==> src/hdl/ehcw_pkg.sv <==
`timescale 1ns / 1ps
// ----------------------------------------------------------------------------
// ehcw_pkg
// Shared types and constants for the IPv6 extension header chain walk.
// ----------------------------------------------------------------------------
package ehcw_pkg;

   localparam int LENGTH_BITS     = 16;
   localparam int TOTAL_BITS      = LENGTH_BITS + 1;
   localparam int QUEUE_DEPTH     = 4;
   localparam int QUEUE_ADDR_BITS = $clog2(QUEUE_DEPTH);

   // next-header codes that continue the chain
   localparam logic [7:0] NH_HOP_BY_HOP = 8'd0;
   localparam logic [7:0] NH_ROUTING    = 8'd43;
   localparam logic [7:0] NH_FRAGMENT   = 8'd44;
   localparam logic [7:0] NH_AUTH       = 8'd51;
   localparam logic [7:0] NH_DEST_OPTS  = 8'd60;

   localparam logic [5:0]  BASE_NH_OFFSET = 6'd6;
   localparam logic [11:0] BASE_SIZE      = 12'd40;
   localparam logic [11:0] EXT_MIN_SIZE   = 12'd8;

   typedef enum logic [1:0] {
      STATUS_OK       = 2'd0,
      STATUS_TRUNC    = 2'd1,
      STATUS_OVERFLOW = 2'd2
   } status_type;

   typedef struct packed {
      status_type             status;
      logic [7:0]             protocol;
      logic [LENGTH_BITS-1:0] length;
   } result_type;

   typedef struct packed {
      logic full;
      logic empty;
   } queue_status_type;

   function automatic logic [15:0] sat16(input logic [LENGTH_BITS-1:0] value);
      logic [31:0] wide;
      wide = 32'(value);
      return (wide > 32'h0000_FFFF) ? 16'hFFFF : wide[15:0];
   endfunction

endpackage

==> src/hdl/ehcw_walk.sv <==
`timescale 1ns / 1ps
// ----------------------------------------------------------------------------
// ehcw_walk
// Front end: tracks the header chain one byte per accepted cycle and raises at most
// one result event per byte.
// ----------------------------------------------------------------------------
module ehcw_walk (
   input  logic                 clock,
   input  logic                 reset,
   input  logic                 accept,
   input  logic [7:0]           packet_byte,
   input  logic                 end_of_packet,
   output logic                 event_valid,
   output ehcw_pkg::result_type event_data
);

   typedef enum logic [1:0] {
      KIND_BASE = 2'd0,
      KIND_EXT  = 2'd1,
      KIND_AH   = 2'd2,
      KIND_FRAG = 2'd3
   } kind_type;

   kind_type                         kind_ff, kind_in;
   logic [11:0]                      offset_ff, offset_in;
   logic [11:0]                      size_ff, size_in;
   logic [7:0]                       pending_ff, pending_in;
   logic [ehcw_pkg::LENGTH_BITS-1:0] skipped_ff, skipped_in;
   logic                             done_ff, done_in;

   logic [7:0]                       pending_cur;
   logic [11:0]                      size_cur;
   logic                             complete;
   logic [ehcw_pkg::TOTAL_BITS-1:0]  total;

   always_comb begin
      pending_cur = pending_ff;
      size_cur    = size_ff;
      if (kind_ff == KIND_BASE) begin
         if (offset_ff == 12'(ehcw_pkg::BASE_NH_OFFSET)) pending_cur = packet_byte;
      end else if (offset_ff == 12'd0) begin
         pending_cur = packet_byte;
      end else if (offset_ff == 12'd1) begin
         if (kind_ff == KIND_EXT) begin
            size_cur = {({1'b0, packet_byte} + 9'd1), 3'b000};
         end else if (kind_ff == KIND_AH) begin
            size_cur = {({2'b00, packet_byte} + 10'd2), 2'b00};
         end
      end
      complete = ({1'b0, offset_ff} + 13'd1) >= {1'b0, size_cur};
      total    = {1'b0, skipped_ff}
               + {{(ehcw_pkg::TOTAL_BITS - 12){1'b0}}, size_cur};
   end

   always_comb begin
      kind_in     = kind_ff;
      offset_in   = offset_ff;
      size_in     = size_ff;
      pending_in  = pending_ff;
      skipped_in  = skipped_ff;
      done_in     = done_ff;
      event_valid = 1'b0;
      event_data  = '{status: ehcw_pkg::STATUS_OK, protocol: 8'd0, length: skipped_ff};
      if (accept) begin
         if (!done_ff) begin
            pending_in = pending_cur;
            size_in    = size_cur;
            if (complete) begin
               if (total[ehcw_pkg::LENGTH_BITS]) begin
                  event_valid = 1'b1;
                  event_data  = '{status: ehcw_pkg::STATUS_OVERFLOW, protocol: 8'd0,
                                  length: '1};
                  done_in     = 1'b1;
               end else begin
                  skipped_in = total[ehcw_pkg::LENGTH_BITS-1:0];
                  offset_in  = 12'd0;
                  size_in    = ehcw_pkg::EXT_MIN_SIZE;
                  case (pending_cur) inside
                     ehcw_pkg::NH_HOP_BY_HOP, ehcw_pkg::NH_ROUTING,
                     ehcw_pkg::NH_DEST_OPTS: kind_in = KIND_EXT;
                     ehcw_pkg::NH_AUTH:      kind_in = KIND_AH;
                     ehcw_pkg::NH_FRAGMENT:  kind_in = KIND_FRAG;
                     default: begin
                        event_valid = 1'b1;
                        event_data  = '{status: ehcw_pkg::STATUS_OK,
                                        protocol: pending_cur,
                                        length: total[ehcw_pkg::LENGTH_BITS-1:0]};
                        done_in     = 1'b1;
                     end
                  endcase
               end
            end else begin
               offset_in = offset_ff + 12'd1;
            end
            // packet ended inside a header
            if (end_of_packet && !done_in) begin
               event_valid = 1'b1;
               event_data  = '{status: ehcw_pkg::STATUS_TRUNC, protocol: 8'd0,
                               length: skipped_in};
            end
         end
         if (end_of_packet) begin
            kind_in    = KIND_BASE;
            offset_in  = 12'd0;
            size_in    = ehcw_pkg::BASE_SIZE;
            pending_in = 8'd0;
            skipped_in = '0;
            done_in    = 1'b0;
         end
      end
   end

   always_ff @(posedge clock) begin
      if (reset) begin
         kind_ff    <= KIND_BASE;
         offset_ff  <= 12'd0;
         size_ff    <= ehcw_pkg::BASE_SIZE;
         pending_ff <= 8'd0;
         skipped_ff <= '0;
         done_ff    <= 1'b0;
      end else begin
         kind_ff    <= kind_in;
         offset_ff  <= offset_in;
         size_ff    <= size_in;
         pending_ff <= pending_in;
         skipped_ff <= skipped_in;
         done_ff    <= done_in;
      end
   end

endmodule

==> src/hdl/ehcw_queue.sv <==
`timescale 1ns / 1ps
// ----------------------------------------------------------------------------
// ehcw_queue
// Short result queue between the walk front end and the output stage.
// ----------------------------------------------------------------------------
module ehcw_queue (
   input  logic                       clock,
   input  logic                       reset,
   input  logic                       push,
   input  ehcw_pkg::result_type       push_data,
   input  logic                       pop,
   output ehcw_pkg::result_type       pop_data,
   output ehcw_pkg::queue_status_type status
);

   ehcw_pkg::result_type                entry_ff [ehcw_pkg::QUEUE_DEPTH];
   logic [ehcw_pkg::QUEUE_ADDR_BITS-1:0] wr_ptr_ff, wr_ptr_in;
   logic [ehcw_pkg::QUEUE_ADDR_BITS-1:0] rd_ptr_ff, rd_ptr_in;
   logic [ehcw_pkg::QUEUE_ADDR_BITS:0]   count_ff, count_in;
   logic                                 do_push, do_pop;

   assign status.full  = count_ff == (ehcw_pkg::QUEUE_ADDR_BITS + 1)'(ehcw_pkg::QUEUE_DEPTH);
   assign status.empty = count_ff == '0;
   assign do_push      = push && !status.full;
   assign do_pop       = pop && !status.empty;
   assign pop_data     = entry_ff[rd_ptr_ff];

   always_comb begin
      wr_ptr_in = do_push ? wr_ptr_ff + 1'b1 : wr_ptr_ff;
      rd_ptr_in = do_pop ? rd_ptr_ff + 1'b1 : rd_ptr_ff;
      count_in  = count_ff;
      if (do_push && !do_pop) count_in = count_ff + 1'b1;
      else if (do_pop && !do_push) count_in = count_ff - 1'b1;
   end

   always_ff @(posedge clock) begin
      if (do_push) entry_ff[wr_ptr_ff] <= push_data;
   end

   always_ff @(posedge clock) begin
      if (reset) begin
         wr_ptr_ff <= '0;
         rd_ptr_ff <= '0;
         count_ff  <= '0;
      end else begin
         wr_ptr_ff <= wr_ptr_in;
         rd_ptr_ff <= rd_ptr_in;
         count_ff  <= count_in;
      end
   end

endmodule

==> src/hdl/ehcw_emit.sv <==
`timescale 1ns / 1ps
// ----------------------------------------------------------------------------
// ehcw_emit
// Back end: pulls results from the queue, saturates the length and holds
// them in the output register until taken.
// ----------------------------------------------------------------------------
module ehcw_emit (
   input  logic                       clock,
   input  logic                       reset,
   input  ehcw_pkg::queue_status_type queue_status,
   input  ehcw_pkg::result_type       queue_data,
   output logic                       pop,
   output logic                       rsp_tvalid,
   input  logic                       rsp_tready,
   output logic [23:0]                rsp_tdata,  // transport_protocol[7:0], headers_length[23:8]
   output logic [1:0]                 rsp_tuser   // walk_status[1:0]
);

   logic        valid_ff, valid_in;
   logic [23:0] data_ff, data_in;
   logic [1:0]  user_ff, user_in;

   assign pop = !queue_status.empty && (!valid_ff || rsp_tready);

   always_comb begin
      valid_in = valid_ff;
      data_in  = data_ff;
      user_in  = user_ff;
      if (pop) begin
         valid_in = 1'b1;
         data_in  = {ehcw_pkg::sat16(queue_data.length), queue_data.protocol};
         user_in  = queue_data.status;
      end else if (rsp_tready) begin
         valid_in = 1'b0;
      end
   end

   always_ff @(posedge clock) begin
      if (reset) begin
         valid_ff <= 1'b0;
      end else begin
         valid_ff <= valid_in;
      end
      data_ff <= data_in;
      user_ff <= user_in;
   end

   assign rsp_tvalid = valid_ff;
   assign rsp_tdata  = data_ff;
   assign rsp_tuser  = user_ff;

endmodule

==> src/hdl/ipv6_extension_header_chain_walk.sv <==
`timescale 1ns / 1ps
// ----------------------------------------------------------------------------
// ipv6_extension_header_chain_walk
// Walks the IPv6 base and extension header chain byte by byte and reports
// the transport protocol and skipped header length, or a truncation or
// overflow status.
// ----------------------------------------------------------------------------
//  channel  dir  handshake            payload
//  req      in   req_tvalid/tready    tdata = packet_byte, tlast = end_of_packet
//  rsp      out  rsp_tvalid/tready    tdata = protocol, length; tuser = status
//
//  One request per cycle while the queue is not full; each byte updates the walk in the cycle it is taken.
//  A result reaches rsp from its byte through the queue, then the output register.
//  Four-entry result queue; req_tready drops only while the queue is full.
//  Reset is synchronous and clears the walk, the queue and the output valid.
// ----------------------------------------------------------------------------
module ipv6_extension_header_chain_walk (
   input  logic        clock,
   input  logic        reset,
   input  logic        req_tvalid,
   output logic        req_tready,
   input  logic [7:0]  req_tdata,   // packet_byte[7:0]
   input  logic        req_tlast,
   output logic        rsp_tvalid,
   input  logic        rsp_tready,
   output logic [23:0] rsp_tdata,   // transport_protocol[7:0], headers_length[23:8]
   output logic [1:0]  rsp_tuser    // walk_status[1:0]
);

   logic                       accept;
   logic                       event_valid;
   ehcw_pkg::result_type       event_data;
   logic                       pop;
   ehcw_pkg::result_type       queue_data;
   ehcw_pkg::queue_status_type queue_status;

   assign req_tready = !queue_status.full;
   assign accept     = req_tvalid && req_tready;

   ehcw_walk u_walk (
      .clock         (clock),
      .reset         (reset),
      .accept        (accept),
      .packet_byte   (req_tdata),
      .end_of_packet (req_tlast),
      .event_valid   (event_valid),
      .event_data    (event_data)
   );

   ehcw_queue u_queue (
      .clock     (clock),
      .reset     (reset),
      .push      (event_valid),
      .push_data (event_data),
      .pop       (pop),
      .pop_data  (queue_data),
      .status    (queue_status)
   );

   ehcw_emit u_emit (
      .clock        (clock),
      .reset        (reset),
      .queue_status (queue_status),
      .queue_data   (queue_data),
      .pop          (pop),
      .rsp_tvalid   (rsp_tvalid),
      .rsp_tready   (rsp_tready),
      .rsp_tdata    (rsp_tdata),
      .rsp_tuser    (rsp_tuser)
   );

   // a result event must never be dropped at a full queue
   a_no_push_when_full: assert property (@(posedge clock) disable iff (reset)
      event_valid |-> !queue_status.full)
      else $error("result event raised while queue full");

   // events only arise from an accepted byte
   a_event_needs_accept: assert property (@(posedge clock) disable iff (reset)
      event_valid |-> accept)
      else $error("result event without accepted request");

   a_status_code: assert property (@(posedge clock) disable iff (reset)
      rsp_tvalid |-> rsp_tuser <= ehcw_pkg::STATUS_OVERFLOW)
      else $error("undefined walk status on rsp");

   a_error_no_protocol: assert property (@(posedge clock) disable iff (reset)
      (rsp_tvalid && rsp_tuser != ehcw_pkg::STATUS_OK) |-> rsp_tdata[7:0] == 8'd0)
      else $error("error result carries a protocol value");

endmodule
==> config.mk <==
export PLATFORM = sky130hd
export DESIGN_NAME = ipv6_extension_header_chain_walk
export DESIGN_NICKNAME = d
export VERILOG_FILES = /design/src/hdl/ehcw_pkg.sv /design/src/hdl/ehcw_walk.sv /design/src/hdl/ehcw_queue.sv /design/src/hdl/ehcw_emit.sv /design/src/hdl/ipv6_extension_header_chain_walk.sv
export SDC_FILE = /design/constraint.sdc
export NUM_CORES = 1
export LEC_CHECK = 0
export ABC_AREA = 1
export BUFFER_PORTS_ARGS = -buffer_cell sky130_fd_sc_hd__buf_2
export CAP_MARGIN = 20
export CORE_ASPECT_RATIO = 0.75
export CORE_UTILIZATION = 65
export CTS_CLUSTER_DIAMETER = 150
export DETAILED_ROUTE_END_ITERATION = 8
export PLACE_DENSITY = 0.83
export RECOVER_POWER = 100
export SYNTH_ARGS = -nofsm -noshare
export SYNTH_HDL_FRONTEND = slang
export SYNTH_SLANG_ARGS = --single-unit
==> constraint.sdc <==
create_clock -name clock -period 9.1 [get_ports clock]
set_input_delay 0.455 -clock clock [delete_from_list [all_inputs] [get_ports clock]]
set_output_delay 0.455 -clock clock [all_outputs]
set_load 0.005 [all_outputs]
==> metrics.md, run 1 <==
| Metric | Value |
|---|---|
| Fin Setup TNS | `0 ns` |
| Total grt overflow | `0` |
| Fin. Hold Viols | `0` |
| Crit path from | `u_walk.offset_ff[0]$_SDFFE_PP0P_` |
| Root Driver | `clkbuf_16` |
| Status | `finished with violations` |
| Clock transition at path regs | `0.08 ns` |
| CP peak stage delay | `1.00 ns` |
| Share of the synthesized area in the top cell type | `approximately 37%` |
| CTS tree | `done` |
| Via Count | `9009` |
| Post-Place Cells | `1509` |
| Max Clk Rate | `141 MHz` |
| CP arrival | `7.44 ns` |
| Htree depth | `4` |
| Residual DRC | `0` |
| Drt wl/cell | `16.8 um` |
| Core Footprint | `approximately 16000 sq um` |
| Skew-Pair Late Insertion Delay | `0.44 ns` |
| Post-synth top area cell | `edfxtp_1` |
| # rows | `40` |
| Vias per inst | `5.85` |
| Stages on the worst setup path | `28` |
| Pwr dens | `229 nW/um^2` |
| Worst path slowest cell | `nand2_1` |
| Most frequent cells in the layout | `343 x nand2_1, 139 x nor2_1, 130 x edfxtp_1` |
| Iter 0 DRT Violations | `~1100` |
| Antenna Nets Post-Route | `0` |
| First-pass GRT wire length | `approximately 41 mm` |
| Final period util | `between 70% and 80%` |
| Total GRT Usage | `between 30% and 40%` |
| CP Capture Type | `register` |
| Initial Utilization | `66.3%` |
| Crit Reg-Reg Endpoint | `u_queue.count_ff[1]$_SDFFE_PP0P_` |
| Port bufs | `40` |
| Failing checks | `max-capacitance violations, max-slew violations` |
| Slew @ Worst Pin | `roughly 1.7 ns` |
| Crit path time final | `approximately 7 ns` |
| Clk_skew | `0.0110 ns` |
| Antenna cells | `0` |
| # hold bufs at CTS | `0` |
| Slew Viols, Final | `52` |
| CTS Buf Count | `17` |
| Final non-filler cell total | `1540` |
| Synth area leaders | `edfxtp_1 37%, nand2_1 12%, dfxtp_1 11%` |
| Maximum VDD drop | `between 100 and 150 uV` |
| Hold Worst Slack | `0.423 ns` |
| Leakage | `4.87 nW` |
| Yosys warns | `0` |
| Layout area overhead | `8.16%` |
| Die width | `149 um` |
| DRT Pass-1 Iters | `6` |
| Postcts setup bufs | `0` |
| Setup violators final | `0` |
| Worst r2r src | `u_walk.offset_ff[0]$_SDFFE_PP0P_` |
| Die ar. | `16800 sq um` |
| Vias in the first global route | `8165` |
| Post-CTS resize count | `0` |
| Predominant post-synthesis flop cell | `edfxtp_1` |
| Critical path's top delay family | `simple AND/OR/NAND/NOR gates` |
| Startpoint Class | `register` |
| DP Worst Slack | `3.07 ns` |
| Critical Path End | `u_queue.count_ff[1]$_SDFFE_PP0P_` |
| Min-Delay Path Class | `in -> reg` |
| Total wire length | `25.8 mm` |
| Reg2Reg Depth | `28` |
| Worst setup margin | `just under 2 ns` |
| Clock Tree Buf Depth | `2` |
| Number of flops mapped to enable cells by yosys | `between 100 and 150` |
| Mapped cell area | `approximately 11000 sq um` |
| Final Net Count | `1370` |
| Gpl congestion | `0.955` |
| Critical path type | `reg -> reg` |
| Post-synth cell types | `49` |
| Final HPWL DP | `17.4 mm` |
| RSZ-0062 raised after global routing | `false` |
| Max Cap Violations | `2` |
| Slew HR | `-10.9%` |
| Most common cell after layout, fill and taps aside | `nand2_1` |
| Ratio of cells with drive above 1 in the final layout | `8.72%` |
| Initial antenna violation count | `0` |
| Mean Syn Cell Area | `between 8 and 9 sq um` |
| Flop2flop setup slack | `between 1.5 and 2 ns` |
| Synth async-reset ratio | `0%` |
| Seq/Total Area, Yosys | `48.0%` |
| Largest net degree at the start of global routing | `54` |
| Clock Sinks | `189` |
| # IOs | `41` |
| Synthesized net count | `between 1000 and 1500` |
| Crit path buf inv count | `7` |
| Critical Path RT | `9.42 ns` |
| Die H | `113 um` |
| CP most frequent cell | `nand2_1` |
| #FFs+latches synth | `189` |
| Crit path max fanout | `32` |
| Cells after synthesis | `1297` |
[cell type report]
type | count | area [sq um]
Sequential cell | 189 | 5080
Multi-Input combinational cell | 924 | 4740
Fill cell | 1205 | 4510
Inverter | 137 | 518
Clock buffer | 17 | 425
Tap cell | 210 | 263
Timing Repair Buffer | 49 | 250
Clock inverter | 14 | 170
[cells in the mapped netlist (all sizes together) (14+ instances only)]
| library cell | instances |
|---|---|
| nand2 | 361 |
| nor2 | 154 |
| inv | 135 |
| edfxtp | 130 |
| o21ai | 93 |
| nand3 | 81 |
| a21oi | 69 |
| dfxtp | 59 |
| ha | 37 |
| clkbuf | 33 |
| o22ai | 30 |
| nand4 | 20 |
| xor2 | 20 |
| nor3 | 16 |
| buf | 14 |
[routing by layer]
metal  global-route usage [%]  wire, um  part of all wire, %  vias to the layer above
met3                     6.22      2350                  9.1                       58
met5                        0         0                    0                        -
met2                     47.7     11400                   44                      464
met1                     46.7     11700                   45                     4121
met4                     9.93       437                  1.7                        0
li1                         -         -                    -                     4366
[how the worst min path moves through the flow]
stage	end	slack [ns]	depth (start not counted)	start
floorplan	u_walk.size_ff[0]$_SDFFE_PP0P_	0.42	2	u_walk.size_ff[0]$_SDFFE_PP0P_
global placement	u_walk.size_ff[0]$_SDFFE_PP0P_	0.43	2	u_walk.size_ff[0]$_SDFFE_PP0P_
detailed placement	u_walk.size_ff[0]$_SDFFE_PP0P_	0.44	2	u_walk.size_ff[0]$_SDFFE_PP0P_
CTS	u_emit.rsp_tvalid$_SDFFE_PP0P_	0.41	4	rsp_tready
global route	u_emit.rsp_tvalid$_SDFFE_PP0P_	0.45	4	rsp_tready
finish	u_emit.rsp_tvalid$_SDFFE_PP0P_	0.42	4	rsp_tready
[registers in the layout, summed over array words and instances (netlist names)]
register	count
u_emit.rsp_tdata	24
u_walk.done_ff	1
u_queue.count_ff	3
u_emit.rsp_tuser	2
u_walk.size_ff	12
u_walk.pending_ff	8
u_walk.skipped_ff	16
u_walk.kind_ff	2
u_queue.rd_ptr_ff	2
u_queue.entry_ff	104
u_emit.rsp_tvalid	1
u_queue.wr_ptr_ff	2
u_walk.offset_ff	12
[logic make-up (layout without fill, tap and decap cells)]
kind of cell               Yosys count  count (layout)  share of synthesized area (%)
and+or+nand+nor                    647             647                           27.3
AOI/OAI and AO/OA                  213             213                           11.0
DFF                                189             189                           48.0
buffers and inverters              184             217                           6.85
adders and majority gates           39              39                           4.75
xor gates and xnor gates            25              25                           2.07
[report_power, final]
part	switching (mW)	leakage, nW	internal, mW
sequential	0.0495	1.76	1.07
combinational	0.534	2.81	0.221
clock	0.360	0.290	0.393
total	0.943	4.87	1.68
[through the flow]
| stage | power [mW] | utilization, % | cell area (sq um) |
|---|---|---|---|
| final | 2.63 | 71.7 | 11500 |
| after global routing | 2.76 | 71.7 | 11500 |
| after CTS | 2.63 | 72.3 | 11500 |
| after detailed placement | 1.89 | 68.6 | 10900 |
| after global placement | 1.86 | 68.6 | 10900 |
| after floorplan | 1.65 | - | 10600 |
[tightest hold or removal path, delay by kind of cell]
kind,cells,cell delay (ns)
buf+inv,2,0.12
simple gates,1,0.07
compound gates,1,0.16
Power figures use the tool's default switching activity.
==> run 2: changes to the inputs <==
Settings changed: CORE_UTILIZATION 65 to 63, PLACE_DENSITY 0.83 to 0.81.
Clock period 9.1 ns to 7.4 ns, I/O delays scaled along.
==> metrics.md, run 2 (same netlist as run 1, synthesis figures left out) <==
| Metric | Value |
|---|---|
| Slew @ Worst Pin | `1.77 ns` |
| Fin area | `~11000 sq um` |
| Crit path time final | `6.34 ns` |
| Largest reg by FF count | `u_queue.entry_ff` |
| Antenna Nets Post-Route | `0` |
| Fin. Hold Viols | `0` |
| Final HPWL DP | `17.8 mm` |
| Die width | `152 um` |
| CP Capture Type | `register` |
| Drt wl/cell | `16.8 um` |
| RSZ-0062 raised after global routing | `false` |
| Htree depth | `4` |
| Pwr dens | `281 nW/um^2` |
| Die H | `114 um` |
| Initial antenna violation count | `0` |
| Most frequent cells in the layout | `340 x nand2_1, 138 x nor2_1, 130 x edfxtp_1` |
| Max Cap Violations | `2` |
| Maximum VDD drop | `156 uV` |
| Critical path type | `reg -> reg` |
| Fin Setup TNS | `0 ns` |
| Final period util | `85.7%` |
| Post-CTS resize count | `0` |
| Largest net degree at the start of global routing | `54` |
| Core Footprint | `16200 sq um` |
| Initial Utilization | `65.3%` |
| Skew-Pair Late Insertion Delay | `about 0.44 ns` |
| Port bufs | `40` |
| Total wire length | `25.8 mm` |
| Crit path buf inv count | `7` |
| Max Clk Rate | `158 MHz` |
| Clock transition at path regs | `0.07 ns` |
| Worst path slowest cell | `a221oi_1` |
| Critical path's top delay family | `simple AND/OR/NAND/NOR gates` |
| Fillers | `1244` |
| Worst setup margin | `1.06 ns` |
| Residual DRC | `0` |
| Setup violators final | `0` |
| Total GRT Usage | `31.3%` |
| Die ar. | `17300 sq um` |
| Slew HR | `-18.1%` |
| Area after DPL | `10900 sq um` |
| DRT Pass-1 Iters | `6` |
| Clock Sinks | `approximately 190` |
| Vias per inst | `5.76` |
| Clock Tree Buf Depth | `2` |
| Total grt overflow | `0` |
| Total power | `3.23 mW` |
| Failing checks | `max-capacitance violations, max-slew violations` |
| CTS tree | `done` |
| Final Net Count | `1371` |
| CTS Buf Count | `17` |
| Clk_skew | `0.0119 ns` |
| CP peak stage delay | `0.55 ns` |
| Status | `finished with violations` |
| Leakage | `4.85 nW` |
| Crit path from | `u_walk.offset_ff[0]$_SDFFE_PP0P_` |
| Critical Path RT | `7.73 ns` |
| Ratio of cells with drive above 1 in the final layout | `~8.3%` |
| Worst hold start | `rsp_tready` |
| CP most frequent cell | `nand2_1` |
| Max reg flops | `104` |
| Worst r2r src | `u_walk.offset_ff[0]$_SDFFE_PP0P_` |
| Most common cell after layout, fill and taps aside | `nand2_1` |
| Startpoint Class | `register` |
| Post-Place Cells | `1510` |
| Vias in the first global route | `roughly 8200` |
| Antenna cells | `0` |
| First-pass GRT wire length | `41.6 mm` |
| # hold bufs at CTS | `0` |
| Slew Viols, Final | `30` |
| # IOs | `41` |
| Layout area overhead | `8.25%` |
| DP Worst Slack | `between 1 and 1.5 ns` |
| Min-Delay Path Class | `in -> reg` |
| Gpl congestion | `0.990` |
| Iter 0 DRT Violations | `slightly below 1000` |
| Crit path max fanout | `19` |
| Via Count | `8877` |
| Postcts setup bufs | `0` |
| Final non-filler cell total | `1541` |
| Root Driver | `clkbuf_16` |
| CP arrival | `6.67 ns` |
| # rows | `40` |
==> run 2: metal layers <==
layer	track usage (%)	vias up	routed length (um)
met5	0	-	0
met4	8.78	0	383
met3	5.82	41	2400
met2	48.7	408	11600
met1	44.6	4061	11400
li1	-	4367	-
==> run 2: metrics by stage <==
step                hold slack [ns]  utilization, %
floorplan                     0.422               -
global placement              0.443            67.5
detailed placement            0.449            67.5
CTS                           0.314            71.2
global route                  0.379            70.7
finish                        0.315            70.7
==> run 2: path summary, 6_finish.rpt <==
path / to / slack [ns] / cells after the start
min: u_emit.rsp_tvalid$_SDFFE_PP0P_ / 0.32 / 4
max reg2reg: u_queue.count_ff[2]$_SDFFE_PP0P_ / 1.06 / 32
max: u_queue.count_ff[2]$_SDFFE_PP0P_ / 1.06 / 32
min reg2reg: u_walk.size_ff[0]$_SDFFE_PP0P_ / 0.47 / 2
==> run 2: power breakdown <==
part / leakage [nW] / switching, mW / internal [mW] / total, mW
Sequential: 1.76 / 0.0598 / 1.32 / 1.38
Combinational: 2.80 / 0.661 / 0.264 / 0.925
Clock: 0.290 / 0.440 / 0.484 / 0.924
Total: 4.85 / 1.16 / 2.07 / 3.23
==> run 2: final cells by class <==
cell class / count / area [sq um] / share of cell area (%)
clock buffer: 17 / 425 / 3.71
clock inverter: 14 / 168 / 1.46
inverter: 137 / 519 / 4.53
multi-input combinational: 924 / 4780 / 41.7
sequential: 189 / 5080 / 44.4
tap: 210 / 263 / 2.29
timing repair buffer: 50 / 228 / 1.99
==> run 2: worst min-delay path, cell delays in order <==
cell     delay (ns)
buf_2          0.07
nor2_1         0.06
o21ai_0        0.16
inv_1          0.05
==> run 3: changes to the inputs <==
Settings changed: CORE_UTILIZATION 63 to 57, CTS_CLUSTER_SIZE set to 20, PLACE_DENSITY 0.81 to 0.77.
Clock period 7.4 ns to 5.6 ns, I/O delays scaled along.
==> metrics.md, run 3 (same netlist as run 1, synthesis figures left out) <==
| Metric | Value |
|---|---|
| Leakage | `4.92 nW` |
| CP Capture Type | `register` |
| DRT Pass-1 Iters | `5` |
| Pwr dens | `~370 nW/um^2` |
| Port bufs | `40` |
| Htree depth | `4` |
| Slew Viols, Final | `85` |
| Area after DPL | `11100 sq um` |
| Total GRT Usage | `28.3%` |
| Antenna cells | `0` |
| # IOs | `41` |
| Multi-input gate area | `4810 sq um` |
| Status | `finished with violations` |
| Hold Worst Slack | `0.218 ns` |
| Max reg flops | `104` |
| Slew @ Worst Pin | `about 2.3 ns` |
| Total wire length | `25.7 mm` |
| Most frequent cells in the layout | `337 x nand2_1, 141 x nor2_1, 130 x edfxtp_1` |
| Vias in the first global route | `8206` |
| Crit path max fanout | `15` |
| Most common cell after layout, fill and taps aside | `nand2_1` |
| # rows | `42` |
| Fin Setup TNS | `0 ns` |
| Fillers | `1446` |
| Startpoint Class | `register` |
| Vias per inst | `5.67` |
| Die ar. | `19100 sq um` |
| First-pass GRT wire length | `42.1 mm` |
| Skew-Pair Late Insertion Delay | `0.45 ns` |
| Failing checks | `max-capacitance violations, max-slew violations` |
| CTS tree | `done` |
| Layout area overhead | `9.72%` |
| Final Net Count | `approximately 1400` |
| Critical path type | `reg -> reg` |
| Worst path slowest cell | `inv_1` |
| Root Driver | `clkbuf_16` |
| Final HPWL DP | `17.6 mm` |
| Final non-filler cell total | `1582` |
| Register area | `5080 sq um` |
| Fin. Hold Viols | `0` |
| Final period util | `approximately 93%` |
| Crit path time final | `about 5.2 ns` |
| Largest net degree at the start of global routing | `55` |
| # hold bufs at CTS | `0` |
| RSZ-0062 raised after global routing | `false` |
| Clock Tree Buf Depth | `2` |
| Die H | `120 um` |
| Initial Utilization | `between 50 and 60%` |
| Slew HR | `-55.6%` |
| Initial antenna violation count | `0` |
| CP most frequent cell | `nand2_1` |
| Via Count | `8975` |
| Core Footprint | `17900 sq um` |
| Clock transition at path regs | `0.08 ns` |
| Setup violators final | `0` |
| Min-Delay Path Class | `in -> reg` |
| Post-Place Cells | `1550` |
| Drt wl/cell | `16.3 um` |
| Antenna Nets Post-Route | `0` |
| Maximum VDD drop | `around 270 uV` |
| Residual DRC | `0` |
| CP peak stage delay | `0.56 ns` |
| Gpl congestion | `approximately 0.95` |
| Fin area | `11600 sq um` |
| Die width | `between 150 and 200 um` |
| Clk_skew | `0.0131 ns` |
| CP arrival | `5.38 ns` |
| Clock Sinks | `189` |
| Largest reg by FF count | `u_queue.entry_ff` |
| Max Cap Violations | `2` |
| Critical Path RT | `5.77 ns` |
| Total grt overflow | `0` |
| CTS Buf Count | `17` |
| Iter 0 DRT Violations | `1027` |
| Ratio of cells with drive above 1 in the final layout | `10.0%` |
| Max Clk Rate | `just under 200 MHz` |
[run 3: changes by cell type in the layout (fill, tap and decap cells not counted), sizes merged]
cell	before	now
buf	22	39
bufinv	1	0
clkbuf	45	36
clkinv	5	7
clkinvlp	1	2
inv	144	143
[run 3: path summary, 6_finish.rpt]
check                           slack [ns]                                to  cells past startpoint                              from
worst max-delay path                  0.39  u_queue.entry_ff[1][7]$_DFFE_PP_                     28  u_walk.offset_ff[0]$_SDFFE_PP0P_
worst min-delay path                  0.22    u_emit.rsp_tvalid$_SDFFE_PP0P_                      4                        rsp_tready
worst max register to register        0.39  u_queue.entry_ff[1][7]$_DFFE_PP_                     28  u_walk.offset_ff[0]$_SDFFE_PP0P_
worst min register to register        0.46    u_walk.size_ff[1]$_SDFFE_PP0P_                      2    u_walk.size_ff[1]$_SDFFE_PP0P_
[run 3: per-stage QoR]
stage          power (mW)  setup WS, ns  util, %
2_1_floorplan        2.68         0.696        -
3_3_place_gp         3.06         0.628     61.8
3_5_place_dp         3.10         0.419     61.8
4_1_cts              4.28         0.299     65.1
5_1_grt              4.50        0.0341     64.8
6_report             4.27         0.392     64.8
[run 3: worst max-delay path: cells and delay by family, from the launching register on]
family | cells | cell delay [ns]
compound gates | 2 | 0.41
buf+inv | 7 | 1.33
fa+ha+maj | 2 | 0.49
simple gates | 17 | 2.23
flops | 1 | 0.44
[run 3: final cells by class]
class,instances,area share (%)
clock buffers,17,3.66
clock inverters,15,1.41
inverters,137,4.50
multi-input cells,924,41.4
flip-flops and latches,189,43.8
well taps,242,2.61
repair buffers,58,2.66
[run 3: routing by layer]
metal  GRT usage, %  vias to the layer above  wire, um
met3           5.08                       42      2230
li1               -                     4393         -
met4           8.59                        0       433
met5              0                        -         0
met2           42.7                      372     11200
met1           41.3                     4168     11900
[run 3: timing repair]
item | in CTS | in global routing
gates resized for setup | 0 | 4
hold endpoints to repair | 0 | 0
buffers inserted | 0 | 0
endpoints found under the setup margin | 0 | 9
[run 3: power by group]
group	switching, mW	total [mW]	internal [mW]
clock network	0.599	1.20	0.601
registers	0.0737	1.81	1.74
logic	0.891	1.26	0.370
